===== config.mk =====
export PLATFORM = sky130hd
export DESIGN_NAME = gpio_port_register_bank_flat
export DESIGN_NICKNAME = d
export VERILOG_FILES = /design/src/rtl/gpb_pkg.sv /design/src/rtl/gpb_if.sv /design/src/rtl/gpb_in_stage.sv /design/src/rtl/gpb_regfile.sv /design/src/rtl/gpb_out_stage.sv /design/src/rtl/gpio_port_register_bank.sv /design/src/flat_wrapper.sv
export VERILOG_INCLUDE_DIRS = /design/src /design/src/rtl
export SDC_FILE = /design/constraint.sdc
export NUM_CORES = 1
export LEC_CHECK = 0
export BUFFER_PORTS_ARGS = -buffer_cell sky130_fd_sc_hd__buf_2
export CAP_MARGIN = 20
export CORE_ASPECT_RATIO = 0.6
export CORE_MARGIN = 8
export CORE_UTILIZATION = 42
export DETAILED_ROUTE_END_ITERATION = 10
export PLACE_DENSITY = 0.68
export SYNTH_ARGS = -nofsm -noshare
export SYNTH_HDL_FRONTEND = slang
export SYNTH_SLANG_ARGS = --single-unit
export TNS_END_PERCENT = 20

===== constraint.sdc =====
create_clock -name clk_i -period 4.1 [get_ports clk_i]
set_input_delay 0 -clock clk_i [delete_from_list [all_inputs] [get_ports clk_i]]
set_output_delay 0 -clock clk_i [all_outputs]
set_load 0.03 [all_outputs]

===== src/rtl/gpio_port_register_bank_macros.svh =====
// Assertion macros for the GPIO port register bank.
`ifndef GPIO_PORT_REGISTER_BANK_MACROS_SVH
`define GPIO_PORT_REGISTER_BANK_MACROS_SVH

`ifndef SYNTH
`define GPB_ASSERT(lbl, clk, rst_n, prop) \
  lbl: assert property (@(posedge clk) disable iff (!rst_n) (prop)) \
    else $error("assertion failed");
`define GPB_ASSERT_IMPL(lbl, clk, rst_n, ante, cons) \
  lbl: assert property (@(posedge clk) disable iff (!rst_n) (ante) |-> (cons)) \
    else $error("assertion failed");
`else
`define GPB_ASSERT(lbl, clk, rst_n, prop)
`define GPB_ASSERT_IMPL(lbl, clk, rst_n, ante, cons)
`endif

`endif


===== src/rtl/gpb_pkg.sv =====
package gpb_pkg;

  localparam int unsigned PORT_WIDTH       = 16;
  localparam int unsigned NUM_PINS_DEFAULT = 16;
  localparam int unsigned DATA_WIDTH       = 32;
  localparam int unsigned OFS_WIDTH        = 8;

  typedef logic [OFS_WIDTH-1:0] offset_t;

  localparam offset_t OFS_MODE     = 8'd0;
  localparam offset_t OFS_TYPE     = 8'd1;
  localparam offset_t OFS_SPEED    = 8'd2;
  localparam offset_t OFS_PULL     = 8'd3;
  localparam offset_t OFS_IN       = 8'd4;
  localparam offset_t OFS_OUT      = 8'd5;
  localparam offset_t OFS_SETRESET = 8'd6;
  localparam offset_t OFS_LOCK     = 8'd7;
  localparam offset_t OFS_AFLO     = 8'd8;
  localparam offset_t OFS_AFHI     = 8'd9;

  localparam logic FUNC_READ  = 1'b0;
  localparam logic FUNC_WRITE = 1'b1;

  localparam logic [1:0] MODE_OUTPUT = 2'b01;

  typedef struct packed {
    logic                  func;
    offset_t               word_offset;
    logic [DATA_WIDTH-1:0] write_data;
  } access_t;

  typedef struct packed {
    logic [DATA_WIDTH-1:0] read_data;
    logic                  bad_offset;
    logic [PORT_WIDTH-1:0] pin_levels;
  } result_t;

  // Access handed from the input register to the register file.
  typedef struct packed {
    logic    commit;
    access_t access;
  } exec_t;

  // A pin drives only when its two mode bits select general output.
  function automatic logic [PORT_WIDTH-1:0] derive_mask(input logic [DATA_WIDTH-1:0] mode,
                                                        input int unsigned num_pins);
    logic [PORT_WIDTH-1:0] m;
    m = '0;
    for (int unsigned p = 0; p < PORT_WIDTH; p++) begin
      m[p] = (p < num_pins) && (mode[2*p +: 2] == MODE_OUTPUT);
    end
    return m;
  endfunction

endpackage


===== src/rtl/gpb_if.sv =====
interface gpb_access_if;
  import gpb_pkg::*;

  logic                  valid;
  logic                  ready;
  logic                  func;
  logic [OFS_WIDTH-1:0]  word_offset;
  logic [DATA_WIDTH-1:0] write_data;

  modport source (output valid, output func, output word_offset, output write_data,
                  input ready);
  modport sink   (input valid, input func, input word_offset, input write_data,
                  output ready);
endinterface

interface gpb_result_if;
  import gpb_pkg::*;

  logic                  valid;
  logic                  ready;
  logic [DATA_WIDTH-1:0] read_data;
  logic                  bad_offset;
  logic [PORT_WIDTH-1:0] pin_levels;

  modport source (output valid, output read_data, output bad_offset, output pin_levels,
                  input ready);
  modport sink   (input valid, input read_data, input bad_offset, input pin_levels,
                  output ready);
endinterface


===== src/rtl/gpb_in_stage.sv =====
module gpb_in_stage (
  input  logic             clk_i,
  input  logic             rst_ni,
  input  logic             valid_i,
  input  gpb_pkg::access_t access_i,
  output logic             ready_o,
  input  logic             take_i,
  output logic             valid_o,
  output gpb_pkg::access_t access_o
);
  import gpb_pkg::*;

  logic    valid_q;
  access_t access_q;

  // The register frees up in the same cycle as its beat moves on.
  assign ready_o  = !valid_q || take_i;
  assign valid_o  = valid_q;
  assign access_o = access_q;

  always_ff @(posedge clk_i or negedge rst_ni) begin
    if (!rst_ni) begin
      valid_q <= 1'b0;
    end else if (valid_i && ready_o) begin
      valid_q <= 1'b1;
    end else if (take_i) begin
      valid_q <= 1'b0;
    end
  end

  always_ff @(posedge clk_i) begin
    if (valid_i && ready_o) begin
      access_q <= access_i;
    end
  end

endmodule


===== src/rtl/gpb_regfile.sv =====
module gpb_regfile #(
  parameter int unsigned NUM_PINS = gpb_pkg::NUM_PINS_DEFAULT
) (
  input  logic             clk_i,
  input  logic             rst_ni,
  input  gpb_pkg::exec_t   exec_i,
  output gpb_pkg::result_t result_o
);
  import gpb_pkg::*;

  logic [DATA_WIDTH-1:0] mode_q, type_q, speed_q, pull_q, lock_q;
  logic [DATA_WIDTH-1:0] alt_q [2];
  logic [PORT_WIDTH-1:0] in_q, in_d, out_q, out_d, mask_q;

  access_t               acc;
  logic                  bad;
  logic                  is_wr;
  logic                  wr_en;
  logic [PORT_WIDTH-1:0] clr, set, clr_m, set_m;
  logic [DATA_WIDTH-1:0] rd;

  assign acc   = exec_i.access;
  assign bad   = acc.word_offset > OFS_AFHI;
  assign is_wr = (acc.func == FUNC_WRITE) && !bad;
  assign wr_en = exec_i.commit && is_wr;

  always_comb begin
    clr = '0;
    set = '0;
    if (is_wr) begin
      unique case (acc.word_offset)
        OFS_OUT: begin
          clr = '1;
          set = acc.write_data[PORT_WIDTH-1:0];
        end
        OFS_SETRESET: begin
          clr = acc.write_data[2*PORT_WIDTH-1:PORT_WIDTH];
          set = acc.write_data[PORT_WIDTH-1:0];
        end
        default: begin
          clr = '0;
          set = '0;
        end
      endcase
    end
  end

  // Set is applied after clear, so a pin named in both halves ends up high.
  assign clr_m = clr & mask_q;
  assign set_m = set & mask_q;
  assign out_d = (out_q & ~clr_m) | set_m;
  assign in_d  = (in_q & ~clr_m) | set_m;

  always_comb begin
    rd = '0;
    if (acc.func == FUNC_READ) begin
      unique case (acc.word_offset)
        OFS_MODE:  rd = mode_q;
        OFS_TYPE:  rd = type_q;
        OFS_SPEED: rd = speed_q;
        OFS_PULL:  rd = pull_q;
        OFS_IN:    rd = {{(DATA_WIDTH-PORT_WIDTH){1'b0}}, in_q};
        OFS_OUT:   rd = {{(DATA_WIDTH-PORT_WIDTH){1'b0}}, out_q};
        OFS_LOCK:  rd = lock_q;
        OFS_AFLO:  rd = alt_q[0];
        OFS_AFHI:  rd = alt_q[1];
        default:   rd = '0;
      endcase
    end
  end

  assign result_o.read_data  = rd;
  assign result_o.bad_offset = bad;
  assign result_o.pin_levels = out_d;

  always_ff @(posedge clk_i or negedge rst_ni) begin
    if (!rst_ni) begin
      mode_q   <= '0;
      type_q   <= '0;
      speed_q  <= '0;
      pull_q   <= '0;
      lock_q   <= '0;
      alt_q[0] <= '0;
      alt_q[1] <= '0;
      in_q     <= '0;
      out_q    <= '0;
      mask_q   <= '0;
    end else if (wr_en) begin
      in_q  <= in_d;
      out_q <= out_d;
      unique case (acc.word_offset)
        OFS_MODE: begin
          mode_q <= acc.write_data;
          mask_q <= derive_mask(acc.write_data, NUM_PINS);
        end
        OFS_TYPE:  type_q   <= acc.write_data;
        OFS_SPEED: speed_q  <= acc.write_data;
        OFS_PULL:  pull_q   <= acc.write_data;
        OFS_LOCK:  lock_q   <= acc.write_data;
        OFS_AFLO:  alt_q[0] <= acc.write_data;
        OFS_AFHI:  alt_q[1] <= acc.write_data;
        default: begin
        end
      endcase
    end
  end

endmodule


===== src/rtl/gpb_out_stage.sv =====
module gpb_out_stage (
  input  logic             clk_i,
  input  logic             rst_ni,
  input  logic             valid_i,
  input  gpb_pkg::result_t result_i,
  output logic             ready_o,
  output logic             valid_o,
  output gpb_pkg::result_t result_o,
  input  logic             ready_i
);
  import gpb_pkg::*;

  logic    valid_q;
  result_t result_q;

  assign ready_o  = !valid_q || ready_i;
  assign valid_o  = valid_q;
  assign result_o = result_q;

  always_ff @(posedge clk_i or negedge rst_ni) begin
    if (!rst_ni) begin
      valid_q <= 1'b0;
    end else if (ready_o) begin
      valid_q <= valid_i;
    end
  end

  always_ff @(posedge clk_i) begin
    if (ready_o && valid_i) begin
      result_q <= result_i;
    end
  end

endmodule


===== src/rtl/gpio_port_register_bank.sv =====
// Register bank of a general-purpose I/O port with up to sixteen pins.
// Bus accesses arrive on acc_i: func selects read or write, word_offset names the
// register and write_data carries the value of a write. Every access returns one
// beat on res_o with the read data, a bad-offset flag and the output data now
// driven to the pins.
// A beat is captured in an input register, executed against the register file
// once the result register can take it and held in the result register, from
// which its result is offered on res_o. One access is accepted in every cycle
// while res_o is taken; accesses complete strictly in order.
// When the receiver stalls, the result register holds its beat and the input
// register can still take one more access; acc_i.ready then drops until res_o
// moves again.
// Reset clears every register of the register file, so all pins are inputs and
// drive nothing, and empties both the input and the result register.
`include "gpio_port_register_bank_macros.svh"

module gpio_port_register_bank #(
  parameter int unsigned NUM_PINS = gpb_pkg::NUM_PINS_DEFAULT
) (
  input logic          clk_i,
  input logic          rst_ni,
  gpb_access_if.sink   acc_i,
  gpb_result_if.source res_o
);
  import gpb_pkg::*;

  localparam logic [PORT_WIDTH-1:0] PinMask =
    PORT_WIDTH'((32'd1 << NUM_PINS) - 32'd1);

  access_t in_access, s1_access;
  logic    s1_valid;
  logic    out_ready;
  logic    advance;
  exec_t   exec;
  result_t exec_result, res;

  assign in_access.func        = acc_i.func;
  assign in_access.word_offset = acc_i.word_offset;
  assign in_access.write_data  = acc_i.write_data;

  assign advance     = s1_valid && out_ready;
  assign exec.commit = advance;
  assign exec.access = s1_access;

  gpb_in_stage u_in_stage (
    .clk_i    (clk_i),
    .rst_ni   (rst_ni),
    .valid_i  (acc_i.valid),
    .access_i (in_access),
    .ready_o  (acc_i.ready),
    .take_i   (advance),
    .valid_o  (s1_valid),
    .access_o (s1_access)
  );

  gpb_regfile #(
    .NUM_PINS (NUM_PINS)
  ) u_regfile (
    .clk_i    (clk_i),
    .rst_ni   (rst_ni),
    .exec_i   (exec),
    .result_o (exec_result)
  );

  gpb_out_stage u_out_stage (
    .clk_i    (clk_i),
    .rst_ni   (rst_ni),
    .valid_i  (s1_valid),
    .result_i (exec_result),
    .ready_o  (out_ready),
    .valid_o  (res_o.valid),
    .result_o (res),
    .ready_i  (res_o.ready)
  );

  assign res_o.read_data  = res.read_data;
  assign res_o.bad_offset = res.bad_offset;
  assign res_o.pin_levels = res.pin_levels;

  // The bank only refuses an access while both stages hold a beat.
  `GPB_ASSERT_IMPL(a_ready_only_on_stall, clk_i, rst_ni, !acc_i.ready,
                   res_o.valid && !res_o.ready && s1_valid)
  `GPB_ASSERT_IMPL(a_bad_reads_zero, clk_i, rst_ni, res_o.valid && res_o.bad_offset,
                   res_o.read_data == '0)
  `GPB_ASSERT_IMPL(a_no_unbuilt_pins, clk_i, rst_ni, res_o.valid,
                   (res_o.pin_levels & ~PinMask) == '0)

endmodule


===== src/flat_wrapper.sv =====
// flat-port wrapper written by rule: the top's interface ports become plain ports
module gpio_port_register_bank_flat import gpb_pkg::*;
#(
  parameter int unsigned NUM_PINS = gpb_pkg::NUM_PINS_DEFAULT
)
  (clk_i, rst_ni, acc_i_valid, acc_i_func, acc_i_word_offset, acc_i_write_data, acc_i_ready, res_o_valid, res_o_read_data, res_o_bad_offset, res_o_pin_levels, res_o_ready);
  gpb_access_if acc_i_i ();
  gpb_result_if res_o_i ();
  input logic clk_i;
  input logic rst_ni;
  input wire logic [$bits(acc_i_i.valid)-1:0] acc_i_valid;
  input wire logic [$bits(acc_i_i.func)-1:0] acc_i_func;
  input wire logic [$bits(acc_i_i.word_offset)-1:0] acc_i_word_offset;
  input wire logic [$bits(acc_i_i.write_data)-1:0] acc_i_write_data;
  output wire logic [$bits(acc_i_i.ready)-1:0] acc_i_ready;
  output wire logic [$bits(res_o_i.valid)-1:0] res_o_valid;
  output wire logic [$bits(res_o_i.read_data)-1:0] res_o_read_data;
  output wire logic [$bits(res_o_i.bad_offset)-1:0] res_o_bad_offset;
  output wire logic [$bits(res_o_i.pin_levels)-1:0] res_o_pin_levels;
  input wire logic [$bits(res_o_i.ready)-1:0] res_o_ready;
  assign acc_i_i.valid = acc_i_valid;
  assign acc_i_i.func = acc_i_func;
  assign acc_i_i.word_offset = acc_i_word_offset;
  assign acc_i_i.write_data = acc_i_write_data;
  assign acc_i_ready = acc_i_i.ready;
  assign res_o_valid = res_o_i.valid;
  assign res_o_read_data = res_o_i.read_data;
  assign res_o_bad_offset = res_o_i.bad_offset;
  assign res_o_pin_levels = res_o_i.pin_levels;
  assign res_o_i.ready = res_o_ready;
  gpio_port_register_bank #(.NUM_PINS(NUM_PINS)) u_core (.clk_i(clk_i), .rst_ni(rst_ni), .acc_i(acc_i_i), .res_o(res_o_i));
endmodule

==> results.md <==
- Status: complete, no violations
- MaxCap Viol Count: 0
- Synth warn: 0
- Internal power: 0.00593 W
- CTS resizes: 0
- Area grow syn2layout: 17.1%
- Switch Pwr: 0.00181 W
- Tot GR Track Use: 0.191
- Remaining antenna violation count: 0
- Peak supply drop: between 200 and 300 uV
- Worst min path class: input port to async pin
- Place WS: between 1000 and 1500 ps
- # diodes: 0
- Seq pwr share: 0.511
- Logic pwr share: 0.060
- Post-synthesis async set-or-reset flop share: 0.753
- Post-synthesis sequential area ratio: 0.603
- Post-Route WL: 42.5 mm
- CTS Root Cell: clkbuf_16
- Setup tns final: 0 ps
- Worst-Margin Slew: 936 ps
- Pwr per Cell Area: 417 nW/um^2
- Nets: between 1k and 1.5k
- Row cnt: 55
- Port Buffers: 95
- DIE WIDTH: roughly 270 um
- CP endpoint kind: flop
- Most common flop cell mapped by yosys: dfrtp_1
- Fin crit period: 2900 ps
- EDFF count, synth: 90
- Register bit total from synthesis: 364
- Count of final hold-check violations: 0
- First-pass GRT wire length: ~66 mm
- Core Region: roughly 37000 um^2
- Clock sink count: 364
- DRC: 0
- Worst Skew: 12.7 ps
- DP HPWL: 28.0 mm
- Clk buf depth: 3
- Layout cells sized above 1: 0.343
- Full die area: 44400 um^2
- Slew margin rel.: 0.376
- Clk slew on worst S/H paths: around 70 ps
- DRT iter0 DRCs: 1004
- Final setup fails: 0
- WP data arrival: 3310 ps
- Via Count: around 10k
- CTS tree: done
- Setup Crit Path Kind: flop to flop
- Number of distinct library cells after synthesis: 42
- Total gr overflow: 0
- Mapped Area: 15800 um^2
- Critical Path RT: approximately 4500 ps
- Final WS setup: ~1200 ps
- Post-synthesis net count: 1210
- I/O pin total: 96
- Number of global-route vias before repair: around 11k
- H-tree depth: 2
- Clock share of power: 0.428
- Synth Instances: around 1.2k
- Leak pwr: 8.53 nW
- RSZ-0062 raised after global routing: false
- Fmax: approximately 340 MHz
- Num CTS Buffers: 36
- Hold WS: 115 ps
- Syn Area/Cell: 13.6 um^2
- WL/cell: between 20 and 25 um
- Initial Util: 0.423
- DR pass1 iterations: 8
- Switching share of power: 0.234
- Worst skew pair latency: between 500 and 600 ps
- Largest net degree at the start of global routing: 106
- Gpl congestion: between 0.8 and 0.9
- Final period util: 0.708
- Hold buffer count at CTS: 45
- Worst-path maximum fanout: 24
- Vias/cell: 5.69
- Die Span Y: 166 um
- Post-CTS setup repair buffer count: 0
- CP Launch Type: flop
- Max Slew Vio Count: 0
- Initial antenna violation count: 0
worst max-delay path, stage by stage, from the launching register on:
cell      delay, ps
edfxtp_1        680
nor2b_1         480
and2_1          510
nor2b_4         460
buf_12          240
mux2_2          360
final timing paths:
kind	startpoint	end	slack, ps	depth (start not counted)
max in group asynchronous	rst_ni	u_core.u_regfile.type_q[25]	2740	3
max reg2reg	u_core.u_in_stage.access_o[32]	u_core.u_regfile.alt_q[15]	1200	5
min reg2reg	u_core.u_regfile.alt_q[42]	u_core.u_regfile.alt_q[42]	490	1
min	rst_ni	u_core.u_regfile.lock_q[1]	120	2
min in group clk_i	acc_i_word_offset[7]	u_core.u_in_stage.access_o[39]	180	2
max	u_core.u_in_stage.access_o[32]	u_core.u_regfile.alt_q[15]	1200	5
sequential cells by signal, summed over array words and instances (netlist names), 16 cells and up:
register,cells
u_core.u_out_stage.result_o,49
u_core.u_regfile.mode_q,32
u_core.u_regfile.out_q,16
u_core.u_regfile.pull_q,32
u_core.u_in_stage.access_o,41
u_core.u_regfile.type_q,32
u_core.u_regfile.lock_q,32
u_core.u_regfile.mask_q,16
u_core.u_regfile.alt_q,64
u_core.u_regfile.speed_q,32
u_core.u_regfile.in_q,16
cells by family (layout without fill, tap and decap cells):
| group | after synthesis | count (layout) | synth area share |
|---|---|---|---|
| multiplexers | 289 | 289 | 0.210 |
| AO/OA/AOI/OAI | 233 | 233 | 0.102 |
| AND/OR/NAND/NOR | 138 | 138 | 0.0453 |
| flip-flops | 364 | 364 | 0.603 |
| buffers and inverters | 141 | 291 | 0.0387 |
metal layers:
| metal | part of all wire | global-route usage |
|---|---|---|
| met1 | 0.47 | 0.287 |
| met2 | 0.42 | 0.265 |
| met3 | 0.095 | 0.0566 |
| met4 | 0.018 | 0.0451 |
| met5 | 0 | 0 |
cell usage after synthesis, types with 3 or more instances:
cell | count | share of area
dfrtp_1 | 274 | 0.43
mux2_2 | 222 | 0.16
edfxtp_1 | 90 | 0.17
o21ai_0 | 64 | 0.020
clkbuf_1 | 55 | 0.013
inv_1 | 49 | 0.012
o22ai_1 | 46 | 0.018
a222oi_1 | 33 | 0.021
nor2_1 | 31 | 0.0073
and2_1 | 30 | 0.012
mux2_4 | 30 | 0.028
a21oi_1 | 28 | 0.0088
mux2i_1 | 28 | 0.018
nand2_1 | 26 | 0.0062
nor3_1 | 18 | 0.0057
o41ai_1 | 16 | 0.0088
a22o_1 | 14 | 0.0077
o211a_1 | 14 | 0.0088
buf_2 | 13 | 0.0041
buf_4 | 12 | 0.0057
nor2b_1 | 12 | 0.0047
buf_1 | 9 | 0.0021
mux2_1 | 9 | 0.0064
a22oi_1 | 5 | 0.0024
a31oi_1 | 5 | 0.0020
nand2b_1 | 5 | 0.0020
nand3_1 | 5 | 0.0016
buf_6 | 3 | 0.0021
nor4_1 | 3 | 0.0012
metrics by stage:
step	std cells	util	cell area [um^2]	power, W
after floorplan	1165	-	15800	0.00421
after global placement	1718	0.452	16900	0.00444
after detailed placement	1718	0.452	16900	0.00446
after CTS	1827	0.495	18500	0.00779
after global routing	1828	0.496	18600	0.00800
final	1828	0.496	18600	0.00774
power groups by stage:
stage	Clock (W)	Combinational (W)	Sequential [W]
after floorplan	0	0.000220	0.00399
after global placement	0	0.000427	0.00402
after detailed placement	0	0.000436	0.00402
after CTS	0.00337	0.000471	0.00395
after global routing	0.00353	0.000508	0.00397
final	0.00331	0.000466	0.00396
area by class of cell:
cell class	count	area (um^2)
fillers	3208	18900
flip-flops and latches	364	9560
multi-input cells	660	5730
repair buffers	178	1280
clock buffers	55	1060
well taps	513	642
inverters	49	184
clock inverters	9	96.3
placed cells by master, fill, tap and decap left out, drive strengths merged, types with 12 or more instances in the layout:
master and n:
dfrtp 274, a21oi 28, nand2 26, a222oi 33, and2 30, a22o 14
nor2b 12, mux2i 28, o41ai 16, o211a 14, clkbuf 55, nor2 31
buf 133, edfxtp 90, o22ai 46, o21ai 64, dlygate4sd3 45, mux2 261
nor3 19, inv 52
Note: power is estimated with default switching activity, not from simulation.
